==> src/rtl/core/rcrt_pkg.sv <==
package rcrt_pkg;

	localparam int unsigned CFG_IDX_W = 4;

	localparam logic [CFG_IDX_W-1:0] CFG_ROI_LEFT   = 4'd0;
	localparam logic [CFG_IDX_W-1:0] CFG_ROI_TOP    = 4'd1;
	localparam logic [CFG_IDX_W-1:0] CFG_ROI_RIGHT  = 4'd2;
	localparam logic [CFG_IDX_W-1:0] CFG_ROI_BOTTOM = 4'd3;

	localparam logic KIND_CLEAR = 1'b0;
	localparam logic KIND_RECT  = 1'b1;

	typedef enum logic [2:0] {
		ST_CLEAR,
		ST_IDLE,
		ST_SETUP1,
		ST_SETUP2,
		ST_READ,
		ST_UPDATE
	} ctrl_state_t;

	typedef struct packed {
		logic capture;
		logic clr_start;
		logic clr_run;
		logic load_rows;
		logic rd_en;
		logic commit;
	} dp_cmd_t;

	typedef struct packed {
		logic clr_last;
		logic skip;
		logic slot_free;
		logic row_end;
	} dp_sts_t;

endpackage

==> src/rtl/core/rcrt_ctrl.sv <==
module rcrt_ctrl (
	input  logic               clk,
	input  logic               arst_n,
	input  logic               item_valid,
	input  logic               kind,
	output logic               item_stall,
	input  rcrt_pkg::dp_sts_t  sts,
	output rcrt_pkg::dp_cmd_t  cmd
);

	rcrt_pkg::ctrl_state_t state_q;
	rcrt_pkg::ctrl_state_t state_d;

	// The row store is swept clean right after reset.
	always_ff @(posedge clk or negedge arst_n) begin
		if (!arst_n) begin
			state_q <= rcrt_pkg::ST_CLEAR;
		end else begin
			state_q <= state_d;
		end
	end

	always_comb begin
		state_d    = state_q;
		cmd        = '0;
		item_stall = 1'b1;
		case (state_q)
			rcrt_pkg::ST_CLEAR: begin
				cmd.clr_run = 1'b1;
				if (sts.clr_last) begin
					state_d = rcrt_pkg::ST_IDLE;
				end
			end
			rcrt_pkg::ST_IDLE: begin
				item_stall = 1'b0;
				if (item_valid) begin
					cmd.capture = 1'b1;
					if (kind == rcrt_pkg::KIND_CLEAR) begin
						cmd.clr_start = 1'b1;
						state_d       = rcrt_pkg::ST_CLEAR;
					end else begin
						state_d = rcrt_pkg::ST_SETUP1;
					end
				end
			end
			rcrt_pkg::ST_SETUP1: begin
				state_d = rcrt_pkg::ST_SETUP2;
			end
			rcrt_pkg::ST_SETUP2: begin
				cmd.load_rows = 1'b1;
				state_d = sts.skip ? rcrt_pkg::ST_IDLE : rcrt_pkg::ST_READ;
			end
			rcrt_pkg::ST_READ: begin
				cmd.rd_en = 1'b1;
				state_d   = rcrt_pkg::ST_UPDATE;
			end
			rcrt_pkg::ST_UPDATE: begin
				if (sts.slot_free) begin
					cmd.commit = 1'b1;
					state_d = sts.row_end ? rcrt_pkg::ST_IDLE : rcrt_pkg::ST_READ;
				end
			end
			default: begin
				state_d = rcrt_pkg::ST_IDLE;
			end
		endcase
	end

endmodule

==> config.mk <==
export PLATFORM = sky130hd
export DESIGN_NAME = rcrt_ctrl
export DESIGN_NICKNAME = d
export VERILOG_FILES = /design/src/rtl/core/rcrt_pkg.sv /design/src/rtl/core/rcrt_ctrl.sv
export SDC_FILE = /design/constraint.sdc
export NUM_CORES = 1
export LEC_CHECK = 0
export BUFFER_PORTS_ARGS = -buffer_cell sky130_fd_sc_hd__buf_4
export CORE_AREA = 2 2 39 41
export DETAILED_ROUTE_END_ITERATION = 10
export DIE_AREA = 0 0 41 43
export GPL_TIMING_DRIVEN = 0
export SYNTH_ARGS = -nofsm -noshare
export SYNTH_HDL_FRONTEND = slang
export SYNTH_SLANG_ARGS = --single-unit
export TNS_END_PERCENT = 30
==> constraint.sdc <==
create_clock -name clk -period 1.1 [get_ports clk]
set_input_delay 0.055 -clock clk [delete_from_list [all_inputs] [get_ports clk]]
set_output_delay 0.055 -clock clk [all_outputs]
set_load 0.005 [all_outputs]
==> flow_metrics.tcl, run 1 <==
set metrics [dict create \
    status "finished with violations" \
    violations "setup timing" \
    synth_cell_type_count 17 \
    critPathCaptureType "output pin" \
    netlist_instances 25 \
    fin_ws_ns -0.136 \
    cts_tree "done" \
    antenna_found_initial 0 \
    ys_top_cells_by_area "dfrtp_1 (38%), nand2b_1 (9.4%), nor2_1 (5.6%)" \
    die_x_um 41 \
    ys_warn_count 0 \
    vias_per_cell 4.16 \
    drc 0 \
    slew_violations 0 \
    finalClockSkew_ns 0.00253 \
    dieArea_um2 1760 \
    synth-edff-count 0 \
    min_period_ns 1.24 \
    gr-total-overflow 0 \
    gp_congestion 0.747 \
    htreeDepth 1 \
    synth_top_area_frac 0.375 \
    antenna_cells 0 \
    ir_drop_mv 0.912 \
    drv_cap 0 \
    syn_nets 33 \
    first_global_vias 232 \
    ys_seq_area_frac 0.375 \
    cts_buffers 3 \
    crit_fanout 7 \
    leakage_uw 0.000188 \
    async_flop_share 1.00 \
    die_h_um 43 \
    cts_root_buf "clkbuf_4" \
    synth-main-ff-cell "dfrtp_1" \
    cts_buffer_depth 2 \
    fin_crit_sh 1.12 \
    p_per_area_nw_per_um2 2330 \
    hold_path_class "input port to flip-flop" \
    fin_util 0.277 \
    syn_area_um2 200 \
    required_ns 1.04 \
    hold_viol 0 \
    firstDrtPassIters 4 \
    post_drt_wl_per_cell_um 9.54 \
    drive_gt1_frac 0.533 \
    r2r_slack_ns 0.08 \
    clkLatencyLatePin_ns 0.23 \
    syn2layout_area_growth_pct 91.2 \
    max_freq_mhz 809 \
    ys_ff_latch 3 \
    synthTopCellsByCount "dfrtp_1 (3), nand2b_1 (3), nor2_1 (3)" \
    grt_pass1_wl_um 959 \
    routed_wl_um 582 \
    io_pins 15 \
    grt_max_degree 11 \
    start_util 0.145 \
    start_kind "flip-flop" \
    cts.reportedPaths.clkPinSlew_ns 0.04 \
    syn_area_per_cell_um2 8.01 \
    yosysTopAreaCell "dfrtp_1" \
    setup_viol 5 \
    largest_register "state_q" \
    setup_tns_ns -0.466 \
    top_regs "state_q x3" \
    first_iter_violations 6 \
    io_buffers 14 \
    nFillCells 159 \
    slew_headroom 0.823 \
    arrival_ns 1.18 \
    nets 54 \
    vias 254 \
    rsz0062_at_grt "yes" \
    holdWs_ns 0.101 \
    grt_use_total 0.0926 \
    coreArea_um2 1380 \
    worstSetupPathType "flip-flop to output pin" \
    rows 14 \
    tightest_slew_ns 0.264 \
    drtAntennaViolNets 0 \
    cts_sinks 3 \
    dp_hpwl_um 405 \
    largest_reg_flops 3 \
]
==> timing repair <==
| action | 4_1_cts | 5_1_grt |
|---|---|---|
| setup endpoints to repair | 5 | 8 |
| hold buffers | 1 | 0 |
| gates resized for setup | 3 | 0 |
| buffers inserted | 1 | 0 |
| pin swaps | 0 | 0 |
| hold endpoints to repair | 3 | 0 |
==> worst max-delay path, cell delays in order (launching register included) <==
cell and delay, ns:
dfrtp_2 0.44, and2b_4 0.20, and3_1 0.18, buf_4 0.13
==> cell type report <==
cell class | count | area, um^2 | share of cell area
Timing Repair Buffer | 16 | 123 | 0.320
Tap cell | 16 | 20.0 | 0.0523
Multi-Input combinational cell | 20 | 129 | 0.337
Clock buffer | 4 | 26.3 | 0.0686
Buffer | 1 | 5.00 | 0.0131
Inverter | 1 | 3.75 | 0.00980
Sequential cell | 3 | 76.3 | 0.199
==> power by group <==
part / leakage [uW] / switching, uW / internal [uW] / total [uW]
Clock: 0.0000150 / 58.6 / 136 / 195
Sequential: 0.0000369 / 44.7 / 157 / 202
Combinational: 0.000136 / 209 / 285 / 495
Total: 0.000188 / 312 / 579 / 891
==> through the flow <==
step / power (uW) / instances / instance area [um^2] / setup WS, ns
after CTS: 907 / 61 / 383 / -0.151
final: 891 / 61 / 383 / -0.136
after floorplan: 424 / 25 / 200 / 0.162
after global routing: 972 / 61 / 383 / -0.191
after global placement: 616 / 55 / 325 / 0.00644
after detailed placement: 622 / 55 / 325 / 0.000867
==> worst paths after layout <==
check                           startpoint          to  cells after the start
worst max-delay path            state_q[0]      cmd[0]                      3
worst min-delay path                  kind  state_q[1]                      3
worst max register to register  state_q[1]  state_q[2]                      4
worst min register to register  state_q[2]  state_q[1]                      2
max in group asynchronous           arst_n  state_q[0]                      2
min in group asynchronous           arst_n  state_q[0]                      2
==> kinds of logic after synthesis <==
family | Yosys count | synth area share
AOI/OAI and AO/OA | 4 | 0.125
buffers and inverters | 2 | 0.0437
DFF | 3 | 0.375
and+or+nand+nor | 16 | 0.456
==> per-layer routing <==
metal	up-vias	global-route usage	share of wire
met5	-	0	0
met4	0	0.140	0.079
met3	4	0.0314	0.081
met2	16	0.103	0.37
met1	106	0.104	0.46
li1	128	-	-
==> cells in the final DEF (no fill, tap or decap) <==
master / n
buf_4: 15
or2_1: 1
nand2b_4: 1
dfrtp_2: 1
nor2_1: 3
nor4_1: 1
a21oi_1: 1
nand3_1: 1
nand2b_1: 2
dlygate4sd3_1: 1
buf_2: 1
and3_1: 1
o22ai_1: 1
and2b_4: 1
dfrtp_1: 2
nand2_1: 2
nor3_1: 1
clkbuf_4: 3
inv_1: 1
clkbuf_1: 1
a31oi_1: 1
nor3_2: 2
a211oi_1: 1
No activity file was read; power rests on OpenSTA's default activity.
==> inputs of run 2 (changes only) <==
--- a/config.mk
+++ b/config.mk
@@ -5,6 +5,7 @@
 export SDC_FILE = /design/constraint.sdc
 export NUM_CORES = 1
 export LEC_CHECK = 0
+export ABC_AREA = 1
 export BUFFER_PORTS_ARGS = -buffer_cell sky130_fd_sc_hd__buf_4
 export CORE_AREA = 2 2 39 41
 export DETAILED_ROUTE_END_ITERATION = 10
==> flow_metrics.tcl, run 2 <==
set metrics [dict create \
    drive_gt1_frac 0.463 \
    final_cell_mix "buf_4 (17), inv_1 (10), nand2_1 (7), nor2_1 (7), nand3_1 (5)" \
    io_buffers 14 \
    worstSetupPathType "flip-flop to output pin" \
    start_kind "flip-flop" \
    cp-startpoint "state_q[1]" \
    nets 76 \
    critPathSlowestCell "dfrtp_2" \
    firstDrtPassIters 2 \
    instances_no_fill 83 \
    vias 344 \
    first_iter_violations 8 \
    grt_pass1_wl_um 1100 \
    coreArea_um2 1380 \
    synth-edff-count 0 \
    rsz0062_at_grt "yes" \
    cts_sinks 3 \
    synthTopCellsByCount "inv_1 (10), nor2_1 (8), nand2_1 (7)" \
    nFillCells 151 \
    vias_per_cell 4.14 \
    ys_top_cells_by_area "dfrtp_1 (27%), inv_1 (14%), nor2_1 (11%)" \
    synth-main-ff-cell "dfrtp_1" \
    cts_root_buf "clkbuf_4" \
    violations "setup timing" \
    syn_nets 53 \
    max_freq_mhz 850 \
    layout_commonest_cell "buf_4" \
    yosys.cell_count.top_type "inv_1" \
    cts_buffer_depth 2 \
    fin_util 0.346 \
    fin_crit_sh 1.07 \
    grt_use_total 0.0984 \
    hold_path_class "input port to flip-flop" \
    ys_seq_area_frac 0.273 \
    largest_reg_flops 3 \
    status "finished with violations" \
    post_drt_wl_per_cell_um 8.29 \
    ys_warn_count 0 \
    io_pins 15 \
    ys_ff_latch 3 \
    multi_input_area_um2 169 \
    crit_fanout 5 \
    crit_chain "nor2_4 -> nand2_4 -> nor3_4 -> buf_4" \
    top_regs "state_q x3" \
    die_x_um 41 \
    yosysTopAreaCell "dfrtp_1" \
    hold_viol 0 \
    tightest_slew_ns 0.142 \
    slowest_delay_ns 0.44 \
    drv_cap 0 \
    slew_headroom 0.904 \
    netlist_instances 45 \
    critPathBufInv 1 \
    min_period_ns 1.18 \
    required_ns 1.04 \
    rows 14 \
    ir_drop_mv 0.722 \
    clkLatencyLatePin_ns 0.24 \
    start_util 0.199 \
    drtAntennaViolNets 0 \
    gp_congestion 0.708 \
    largest_register "state_q" \
    syn_area_um2 275 \
    cts.reportedPaths.clkPinSlew_ns 0.03 \
    antenna_found_initial 0 \
    die_h_um 43 \
    gr-total-overflow 0 \
    dp_hpwl_um 562 \
    crit_family "flip-flops" \
    drc 0 \
    cts_tree "done" \
    synth_cell_type_count 13 \
    syn_area_per_cell_um2 6.12 \
    syn2layout_area_growth_pct 74.1 \
    finalClockSkew_ns 0.00142 \
    fin_ws_ns -0.0761 \
    arrival_ns 1.12 \
    holdCritStartpoint "item_valid" \
    dieArea_um2 1760 \
    cts_buffers 3 \
    reg2reg_from "state_q[1]" \
    critPathCaptureType "output pin" \
    antenna_cells 0 \
    routed_wl_um 688 \
    placed_cells 75 \
    grt_max_degree 9 \
    seqCellArea_um2 78.8 \
    htreeDepth 1 \
    leakage_uw 0.000277 \
    first_global_vias 301 \
    synth_top_area_frac 0.273 \
    power_uw 1200 \
    async_flop_share 1.00 \
    p_per_area_nw_per_um2 2500 \
    setup_viol 8 \
    slew_violations 0 \
]
==> run 2: metrics by stage <==
stage,hold slack [ns],setup TNS [ns],setup slack [ns],area [um^2]
global placement,-0.156,-0.00575,-0.00575,400
floorplan,-0.241,0,0.0894,275
CTS,0.124,-0.490,-0.101,459
global route,0.141,-0.809,-0.139,479
detailed placement,-0.152,-0.0158,-0.0158,400
finish,0.130,-0.276,-0.0761,479
==> run 2: worst register-to-register path: stages, from the launching register on <==
cell	delay, ns
dfrtp_2	0.44
nor2_4	0.14
nand2_4	0.08
buf_4	0.14
nor2_4	0.09
nor2_2	0.05
nand2_1	0.05
nand2_1	0.04
==> run 2: routing by layer <==
layer / part of all wire / wire length [um] / global-route usage / up-vias
met5: 0 / 0 / 0 / -
met4: 0.033 / 23 / 0.120 / 0
met3: 0.061 / 42 / 0.0314 / 2
met2: 0.54 / 371 / 0.150 / 7
met1: 0.36 / 251 / 0.0836 / 153
li1: - / - / - / 182
==> run 2: power breakdown <==
| part | switching (uW) | leakage (uW) | internal (uW) |
|---|---|---|---|
| Combinational | 381 | 0.000227 | 371 |
| Clock | 63.3 | 0.0000150 | 136 |
| Sequential | 80.8 | 0.0000346 | 168 |
==> run 2: cells by family (layout without fill, tap and decap cells) <==
kind of cell	Yosys count	count (layout)	synth area share
flip-flops	3	3	0.273
AND/OR/NAND/NOR	27	27	0.505
buffers and inverters	12	34	0.164
AO/OA/AOI/OAI	3	3	0.0591
==> run 2: worst paths after layout <==
path                         endpoint  slack, ns  cells after the start
setup / recovery               cmd[4]      -0.08                      4
hold / removal             state_q[0]       0.13                      4
setup reg to reg           state_q[2]      -0.05                      7
hold reg to reg            state_q[2]       0.67                      2
max in group asynchronous  state_q[1]       0.86                      2
min in group asynchronous  state_q[2]       0.14                      2
==> run 2: cell type report <==
cell class              instances  area share
repair buffers                 18       0.287
flip-flops and latches          3       0.164
clock buffers                   4      0.0548
multi-input cells              30       0.352
well taps                      16      0.0418
inverters                      12      0.0992
==> run 2: what timing repair did <==
action	CTS	global route
gates resized for setup	4	4
hold buffers	1	0
pin swaps	1	1
setup buffers	2	1
hold endpoints to repair	3	0
endpoints found under the setup margin	9	10
==> inputs of run 3 (changes only) <==
--- a/config.mk
+++ b/config.mk
@@ -10,7 +10,7 @@
 export CORE_AREA = 2 2 39 41
 export DETAILED_ROUTE_END_ITERATION = 10
 export DIE_AREA = 0 0 41 43
-export GPL_TIMING_DRIVEN = 0
+export SKIP_LAST_GASP = 1
 export SYNTH_ARGS = -nofsm -noshare
 export SYNTH_HDL_FRONTEND = slang
 export SYNTH_SLANG_ARGS = --single-unit
==> flow_metrics.tcl, run 3 (synthesis results as in run 2) <==
set metrics [dict create \
    tightest_slew_ns 0.155 \
    finalClockSkew_ns 0.00666 \
    crit_fanout 5 \
    status "finished with violations" \
    firstDrtPassIters 4 \
    nets 79 \
    routed_wl_um 817 \
    antenna_found_initial 0 \
    gr-total-overflow 0 \
    arrival_ns 1.17 \
    dp_slack_ns 0.00296 \
    setup_tns_ns -0.486 \
    vias 375 \
    max_freq_mhz 813 \
    antenna_cells 0 \
    dieArea_um2 1760 \
    die_h_um 43 \
    critPathCaptureType "output pin" \
    start_util 0.199 \
    rsz0062_at_grt "yes" \
    final_cell_mix "buf_4 (18), inv_1 (10), nand2_1 (7), nor2_1 (7), nand3_1 (5)" \
    top_regs "state_q x3" \
    die_x_um 41 \
    syn2layout_area_growth_pct 85.5 \
    cts.reportedPaths.clkPinSlew_ns 0.04 \
    fin_ws_ns -0.129 \
    drtAntennaViolNets 0 \
    violations "setup timing" \
    required_ns 1.04 \
    cts_root_buf "clkbuf_4" \
    fin_crit_sh 1.12 \
    slew_headroom 0.895 \
    rows 14 \
    drive_gt1_frac 0.471 \
    coreArea_um2 1380 \
    largest_reg_flops 3 \
    cts_sinks 3 \
    htreeDepth 1 \
    start_kind "flip-flop" \
    first_iter_violations 6 \
    drc 0 \
    hold_viol 0 \
    cts_tree "done" \
    gp_congestion 0.765 \
    placed_cells 77 \
    p_per_area_nw_per_um2 2610 \
    first_global_vias 302 \
    grt_max_degree 9 \
    layout_commonest_cell "buf_4" \
    io_pins 15 \
    cts_buffer_depth 2 \
    vias_per_cell 4.36 \
    post_drt_wl_per_cell_um 9.50 \
    dp_hpwl_um 587 \
    slew_violations 0 \
    cts_buffers 3 \
    hold_path_class "input port to async pin" \
    grt_use_total 0.107 \
    nFillCells 153 \
    clkLatencyLatePin_ns 0.24 \
    min_period_ns 1.23 \
    drv_cap 0 \
    leakage_uw 0.000295 \
    instances_no_fill 86 \
    worstSetupPathType "flip-flop to output pin" \
    largest_register "state_q" \
    ir_drop_mv 0.741 \
    grt_pass1_wl_um 1170 \
    io_buffers 14 \
    setup_viol 9 \
]
==> run 3: power breakdown <==
| part | switching (uW) | leakage (uW) | internal, uW | total [uW] |
|---|---|---|---|---|
| sequential | 84.1 | 0.0000362 | 164 | 249 |
| clock | 58.8 | 0.0000150 | 136 | 195 |
| combinational | 418 | 0.000244 | 473 | 891 |
==> run 3: area by class of cell <==
type	instances	area, um^2	area share
Tap cell	16	20.0	0.0392
Inverter	12	45.0	0.0882
Sequential cell	3	77.6	0.152
Timing Repair Buffer	21	168	0.328
Multi-Input combinational cell	30	174	0.341
Clock buffer	4	26.3	0.0515
==> run 3: final timing paths <==
kind | from | endpoint | slack [ns] | depth (start not counted)
setup / recovery | state_q[1] | cmd[4] | -0.13 | 4
hold / removal | arst_n | state_q[1] | 0.15 | 2
setup reg to reg | state_q[1] | state_q[2] | -0.06 | 7
hold reg to reg | state_q[2] | state_q[2] | 0.66 | 2
max in group asynchronous | arst_n | state_q[0] | 0.84 | 2
min in group clk | kind | state_q[1] | 0.16 | 3
==> run 3: worst max-delay path: stages (launching register included) <==
cell,delay (ns)
dfrtp_2,0.45
nor2_4,0.15
nand2_4,0.08
nor3_4,0.12
buf_4,0.13
==> run 3: per-stage QoR <==
stage	utilization	hold slack, ns	cell area, um^2	power, uW
floorplan	-	-0.241	275	619
global placement	0.300	-0.153	415	905
detailed placement	0.300	-0.148	415	908
CTS	0.362	0.139	500	1300
global route	0.369	0.167	510	1440
finish	0.369	0.146	510	1330
==> run 3: timing repair <==
| action | 4_1_cts | 5_1_grt |
|---|---|---|
| setup buffers | 4 | 0 |
| resized for setup | 6 | 2 |
| hold buffers | 1 | 0 |
| setup endpoints to repair | 8 | 10 |
| pin swaps | 2 | 1 |
| endpoints found under the hold margin | 3 | 0 |
==> run 3: layer usage <==
layer	wire [um]	global-route usage	up-vias	share of wire
met1	283	0.103	169	0.35
met2	450	0.156	11	0.55
li1	-	-	191	-
met5	0	0	-	0
met3	44	0.0314	4	0.054
met4	38	0.120	0	0.047
